## config.mk

```make
export PLATFORM = sky130hd
export DESIGN_NAME = ftc_div
export DESIGN_NICKNAME = d
export VERILOG_FILES = /design/src/design/ftc_pkg.sv /design/src/design/ftc_div.sv
export SDC_FILE = /design/constraint.sdc
export NUM_CORES = 2
export LEC_CHECK = 0
export ABC_AREA = 1
export BUFFER_PORTS_ARGS = -buffer_cell sky130_fd_sc_hd__buf_2
export CELL_PAD_IN_SITES_DETAIL_PLACEMENT = 0
export CELL_PAD_IN_SITES_GLOBAL_PLACEMENT = 1
export CORE_ASPECT_RATIO = 0.8
export CORE_MARGIN = 5
export CORE_UTILIZATION = 30
export CTS_CLUSTER_SIZE = 25
export DETAILED_ROUTE_END_ITERATION = 8
export GPL_ROUTABILITY_DRIVEN = 0
export PLACE_DENSITY_LB_ADDON = 0.08
export SETUP_SLACK_MARGIN = 0.1
export SYNTH_ARGS = -nofsm -noshare
export SYNTH_HDL_FRONTEND = slang
export SYNTH_SLANG_ARGS = --single-unit
```

## constraint.sdc

```tcl
create_clock -name clk_i -period 2.2 [get_ports clk_i]
set_input_delay 0.55 -clock clk_i [delete_from_list [all_inputs] [get_ports clk_i]]
set_output_delay 0.55 -clock clk_i [all_outputs]
set_load 0.01 [all_outputs]
```

## src/design/ftc_pkg.sv

```systemverilog
package ftc_pkg;

  localparam int DVD_W  = 26;
  localparam int DVS_W  = 18;
  localparam int SIDE_W = 64;

  // ceil(2^32 / 60) and ceil(2^20 / 24)
  localparam logic [26:0] RCP60 = 27'd71582789;
  localparam logic [15:0] RCP24 = 16'd43691;

  localparam logic [1:0] CFG_FPS    = 2'd0;
  localparam logic [1:0] CFG_DROP   = 2'd1;
  localparam logic [1:0] CFG_OFFSET = 2'd2;
  localparam logic [1:0] CFG_FMODE  = 2'd3;

  localparam logic [1:0] FMODE_NONE   = 2'd0;
  localparam logic [1:0] FMODE_HIGH   = 2'd1;
  localparam logic [1:0] FMODE_50     = 2'd2;
  localparam logic [1:0] FMODE_UNUSED = 2'd3;

  // tens in [7:4], units in [3:0]; v below 100
  function automatic logic [7:0] to_bcd(input logic [7:0] v);
    logic [3:0] tens;
    logic [7:0] units;
    tens = 4'd0;
    for (int t = 1; t < 10; t++) begin
      if (v >= 8'(10 * t)) tens = 4'(t);
    end
    units = v - 8'(tens) * 8'd10;
    return {tens, units[3:0]};
  endfunction

  function automatic logic [7:0] mod40(input logic [7:0] v);
    logic [2:0] q;
    q = 3'd0;
    for (int j = 1; j < 7; j++) begin
      if (v >= 8'(40 * j)) q = 3'(j);
    end
    return v - 8'(q) * 8'd40;
  endfunction

endpackage

```

## src/design/ftc_div.sv

```systemverilog
module ftc_div import ftc_pkg::*; (
  input  logic              clk_i,
  input  logic              rst_ni,
  input  logic              en_i,
  input  logic              valid_i,
  input  logic [DVD_W-1:0]  dividend_i,
  input  logic [DVS_W-1:0]  divisor_i,
  input  logic [SIDE_W-1:0] side_i,
  output logic              valid_o,
  output logic [DVD_W-1:0]  quot_o,
  output logic [DVS_W-1:0]  rem_o,
  output logic [SIDE_W-1:0] side_o
);

  logic [DVD_W-1:0]  dvd_q  [DVD_W];
  logic [DVS_W-1:0]  rem_q  [DVD_W];
  logic [SIDE_W-1:0] side_q [DVD_W];
  logic              vld_q  [DVD_W];

  for (genvar i = 0; i < DVD_W; i++) begin : g_stage
    logic [DVD_W-1:0]  dvd_p;
    logic [DVS_W-1:0]  rem_p;
    logic [SIDE_W-1:0] side_p;
    logic              vld_p;
    logic [DVS_W:0]    trial;
    logic [DVS_W:0]    diff;
    logic              ge;

    if (i == 0) begin : g_first
      assign dvd_p  = dividend_i;
      assign rem_p  = '0;
      assign side_p = side_i;
      assign vld_p  = valid_i;
    end else begin : g_next
      assign dvd_p  = dvd_q[i-1];
      assign rem_p  = rem_q[i-1];
      assign side_p = side_q[i-1];
      assign vld_p  = vld_q[i-1];
    end

    assign trial = {rem_p, dvd_p[DVD_W-1]};
    assign diff  = trial - {1'b0, divisor_i};
    assign ge    = trial >= {1'b0, divisor_i};

    always_ff @(posedge clk_i or negedge rst_ni) begin
      if (!rst_ni) begin
        vld_q[i] <= 1'b0;
      end else if (en_i) begin
        vld_q[i] <= vld_p;
      end
    end

    always_ff @(posedge clk_i) begin
      if (en_i) begin
        dvd_q[i]  <= {dvd_p[DVD_W-2:0], ge};
        rem_q[i]  <= ge ? diff[DVS_W-1:0] : trial[DVS_W-1:0];
        side_q[i] <= side_p;
      end
    end
  end

  assign valid_o = vld_q[DVD_W-1];
  assign quot_o  = dvd_q[DVD_W-1];
  assign rem_o   = rem_q[DVD_W-1];
  assign side_o  = side_q[DVD_W-1];

endmodule
```

# ---- After elaboration in Yosys (flattened, before gate mapping)
# Memories as Yosys holds them, arrays and structs flattened.
# Index checks and enable logic that the tools add are counted.
dict set report totals {
  output_inout_bits 109
  ram_bits 2808
  reg_bits 26
  memories 3
  wordCells 109
}
dict set report classes {
  magnitude_cmp 26
  mux 28
  n_addsub 26
}
# memory words word_bits read_ports rd_clocked_by_memory_dff wr line_no
set mem_list {}
lappend mem_list {side_q 26 64 26 0 26 ftc_div.sv:17} ;# logic [SIDE_W-1:0] side_q [DVD_W];
lappend mem_list {dvd_q 26 26 26 0 26 ftc_div.sv:15} ;# logic [DVD_W-1:0] dvd_q [DVD_W];
lappend mem_list {rem_q 26 18 26 0 26 ftc_div.sv:16} ;# logic [DVS_W-1:0] rem_q [DVD_W];
# op n
set ops {}
lappend ops {{$ge A19 B18 Y1} 25}
lappend ops {{$mux W18} 26}
lappend ops {{$sub A18 B18 Y18} 25}
lappend ops {{$ge A1 B18 Y1} 1}
lappend ops {{$sub A1 B18 Y18} 1}
lappend ops {{$mux W1} 2}

# ---- Depth between registers and ports, before layout
# An unclocked memory read counts as a cell.
dict set report logic_depth {
  word_depth 3
  ltp_mapped 15
  depth_no_buf 14
}

# ---- Worst setup path after synthesis
# Ideal clock, no wire load.
dict set report synth_path {
  kind {input port to flip-flop}
  startpoint {in divisor_i[2]}
  endpoint {mem rem_q[11][8], in the netlist rem_q[0][206] (data pin)}
  t_required_ps 1947
  cell_stages 10
  t_arrival_ps 2741
  slack_ps -795
  path_cell_list {inv_1 > clkbuf_1 > ha_1 > nand2_1 > nand3_1 > nand3b_1 > nand4_4 > buf_8 > nand2_1 > o21ai_2}
}
# item line_no
set synth_lines {}
lappend synth_lines {{start: declaration} ftc_div.sv:7} ;# input logic [DVS_W-1:0] divisor_i,
lappend synth_lines {{end: declaration} ftc_div.sv:16}

==> impl_metrics.yaml <==
routing:
  antenna_left: 0
  drt_iter0_markers: 5426
  routed_wl_mm: 331
  wl_met3_mm: 13.4
  drt_pass1_iterations: 7
  wl_met2_mm: 137
  drc: 0
  drt-wirelength-per-cell_um: 18.1
  m1WireLength_mm: 173
  routed.top_layer: "met4"
  viasPerCell: 4.41
  vias: 80600
layout:
  layout.nets: 13300
  drive_gt1_share_pct: 40.6
  nFillCells: 37200
  fin_area_um2: 172000
  area_growth_pct: 42.2
setup_path:
  path_cells: "ha_4 > nand2_4 > nand2_4 > a21oi_4 > nand2_1 > nand2_1 > nand4_1 > buf_6 > clkbuf_16 > buf_6"
  crit_type: "reg -> reg"
  worstReg2RegEnd: "dvd_q[0][156]"
  r2r_cells: 10
  reg2reg_slack_ps: -50
  cpPeakStageDelay_ps: 510
  r2r_start: "rem_q[0][97]"
  crit_start: "rem_q[0][97]"
  arrival_ps: 2910
  startpoint_type: "register"
  cp_max_fo: 5
  worstSetupEndpointType: "register"
  cp_data_required_time_ps: 2850
  critPathSlowestCell: "edfxtp_1"
synth:
  synth_top_cell_area_share_pct: 69.9
  synthTopCellsByCount: "nand2_1 (2835), edfxtp_1 (2808), inv_1 (939)"
  syn_nets: 10400
  yosysWarnings: 0
  yosys-top-cells-area: "edfxtp_1 (70%), nand2_1 (8.8%), ha_1 (4.7%), nand3_1 (3.1%), inv_1 (2.9%)"
  async_reset_ff_share_pct: 0.917
  yosysUniqueCellTypes: 40
  synth_seq_area_share_pct: 70.4
  ys_ff_latch: 2834
  syn_avg_cell_area_um2: 12.3
  synth_cells: 9771
  synthesis.area_um2: 121000
  yosysMostFrequentCell: "nand2_1"
  synth-edff-count: 2808
  synth_flop_cell: "edfxtp_1"
  yosysTopAreaCell: "edfxtp_1"
pwr:
  pwr-share-clk_pct: 22.4
  internal-power_mw: 147
  peakVddDrop_v: 0.000627
  p_leak_nw: 69.5
  p_per_area_nw_per_um2: 1320
  p_comb_share_pct: 44.2
  p_sw_share_pct: 35.0
  power_frac_seq_pct: 33.4
  switchingPower_mw: 79.1
  p_total_mw: 226
floorplan:
  die_h_um: 577
  io_pins: 221
  rows: 208
  die_x_um: 719
  start_util_pct: 30.1
  coreArea_um2: 401000
  dieArea_um2: 415000
global_route:
  antenna_found_initial: 9
  grt_pass1_vias: 78100
  grt_max_degree: 143
  grt_usage_pct: 15.0
  grt_overflow_total: 0
  grt_pass1_wl_mm: 481
clock_network:
  htreeDepth: 5
  clk_pin_slew_ps: 60
  numCtsBuffers: 305
  cts_tree: "done"
  clockBufferDepth: 4
  cts-root-buf: "clkbuf_16"
  clk-insertion-delay-late_ps: 910
  clock-sinks: 2834
timing:
  finalClockSkew_ps: 37.7
  rsz0062_at_grt: "true"
  fmax_mhz: 444
  max_slew_margin_pct: 51.8
  holdWs_ps: 155
  hold_viol: 0
  worst_slew_pin_slew_ps: 723
  layout_min_cycle_time_ps: 2250
  setup_ws_ps: -54.3
  setup_viol: 23
  finalCritPeriodShare_pct: 102
  drv_slew: 0
placed_design:
  numPortBuffers: 220
  hpwl_mm: 226
  postPlaceCellArea_um2: 143000
run:
  cap_violations: 0
status:
  status: "finished with violations"
  violations: "setup timing"
hold_path:
  hold_path_class: "in -> async"
==> final cells by class <==
cell class | count | area, um2 | area share, %
clock buffer | 358 | 7850 | 4.58
timing repair buffer | 2700 | 23100 | 13.5
clock inverter | 193 | 1970 | 1.15
antenna | 3 | 7.51 | 0.00438
sequential | 2834 | 85000 | 49.5
inverter | 947 | 3650 | 2.13
tap | 5355 | 6700 | 3.91
multi-input combinational | 5892 | 43200 | 25.2
==> how the worst max path moves through the flow <==
stage / end / slack, ps / depth (start not counted)
detailed placement: rem_q[0][274] / -940 / 14
global placement: rem_q[1][81] / -980 / 13
floorplan: rem_q[0][206] / -320 / 9
finish: dvd_q[0][156] / -50 / 10
global route: rem_q[0][284] / -180 / 12
CTS: rem_o[1] / -160 / 1
==> cell families (layout without fill, tap and decap cells) <==
group	Yosys count	after routing	synth area share [%]
compound gates	441	441	2.26
xor+xnor	200	200	1.45
fa+ha+maj	477	477	5.10
buf+inv	1063	4198	3.69
flops	2834	2834	70.4
mux	2	2	0.0187
other cells	0	3	0
simple gates	4754	4772	17.0
==> metrics by stage <==
step           setup slack (ps)  TNS (ps)  std cells  util, %
3_5_place_dp               -943   -375890      17100     35.8
3_3_place_gp               -983   -376260      17100     35.8
4_1_cts                    -156      -875      17900     40.1
2_1_floorplan              -320   -117420       9771        -
6_report                  -54.3      -407      18300     42.8
5_1_grt                    -176     -4200      18300     42.8
==> layout by cell type, fill, tap and decap left out, types with 42 or more instances in the layout <==
cell,netlist,routed
nor2_4,0,84
nor3_1,99,56
inv_1,939,822
nand3b_1,197,197
nand2_2,74,605
nand3_2,10,197
nand4_1,53,53
nand3_1,739,508
clkinv_1,3,54
buf_6,32,156
o21ai_2,71,78
o21ai_0,64,44
inv_2,5,91
nand2_4,13,206
nand3_4,0,44
edfxtp_1,2808,2808
buf_12,0,168
a21oi_1,226,137
buf_2,33,217
buf_4,40,2037
ha_4,0,405
clkbuf_1,8,52
nor2_1,621,431
nor2_2,25,131
clkinv_2,0,54
clkbuf_16,0,324
nand2_1,2835,2098
a21oi_2,33,88
xor2_1,191,183
dlygate4sd3_1,0,93
or2_2,42,42
==> repair_timing <==
| item | in CTS | in global routing |
|---|---|---|
| hold buffers | 93 | 0 |
| gates resized for setup | 895 | 1702 |
| pin swaps | 280 | 729 |
| buffers inserted | 187 | 334 |
| gates cloned | 23 | 42 |
| endpoints found under the hold margin | 132 | 0 |
| setup endpoints to repair | 524 | 512 |
==> layer usage <==
layer	GRT usage, %	up-vias
met2	21.4	1308
met1	23.7	39100
li1	-	39700
met4	3.56	0
met5	0	-
met3	2.01	427
==> power by group through the flow <==
| stage | Sequential (mW) | Clock, mW | Combinational, mW |
|---|---|---|---|
| after floorplan | 72.6 | 0 | 38.7 |
| after global placement | 75.9 | 0 | 72.9 |
| after detailed placement | 75.7 | 0 | 72.9 |
| final | 75.5 | 50.7 | 99.9 |
| after global routing | 76.1 | 55.3 | 109 |
| after CTS | 75.1 | 53.1 | 82.3 |
==> state kept, by name (all words and copies together) (netlist names) <==
| name | cells |
|---|---|
| g_stage.vld_p | 25 |
| rem_q | 468 |
| dvd_q | 676 |
| valid_o | 1 |
| side_q | 1664 |
==> critical path: cells and delay by family (launching register included) <==
family                   cells  cell delay [ps]
AO/OA/AOI/OAI                1              180
adder cells (fa/ha/maj)      1              310
AND/OR/NAND/NOR              5              470
buffers and inverters        3              530
flip-flops                   1              510
Note: power is estimated with default switching activity, not from simulation.
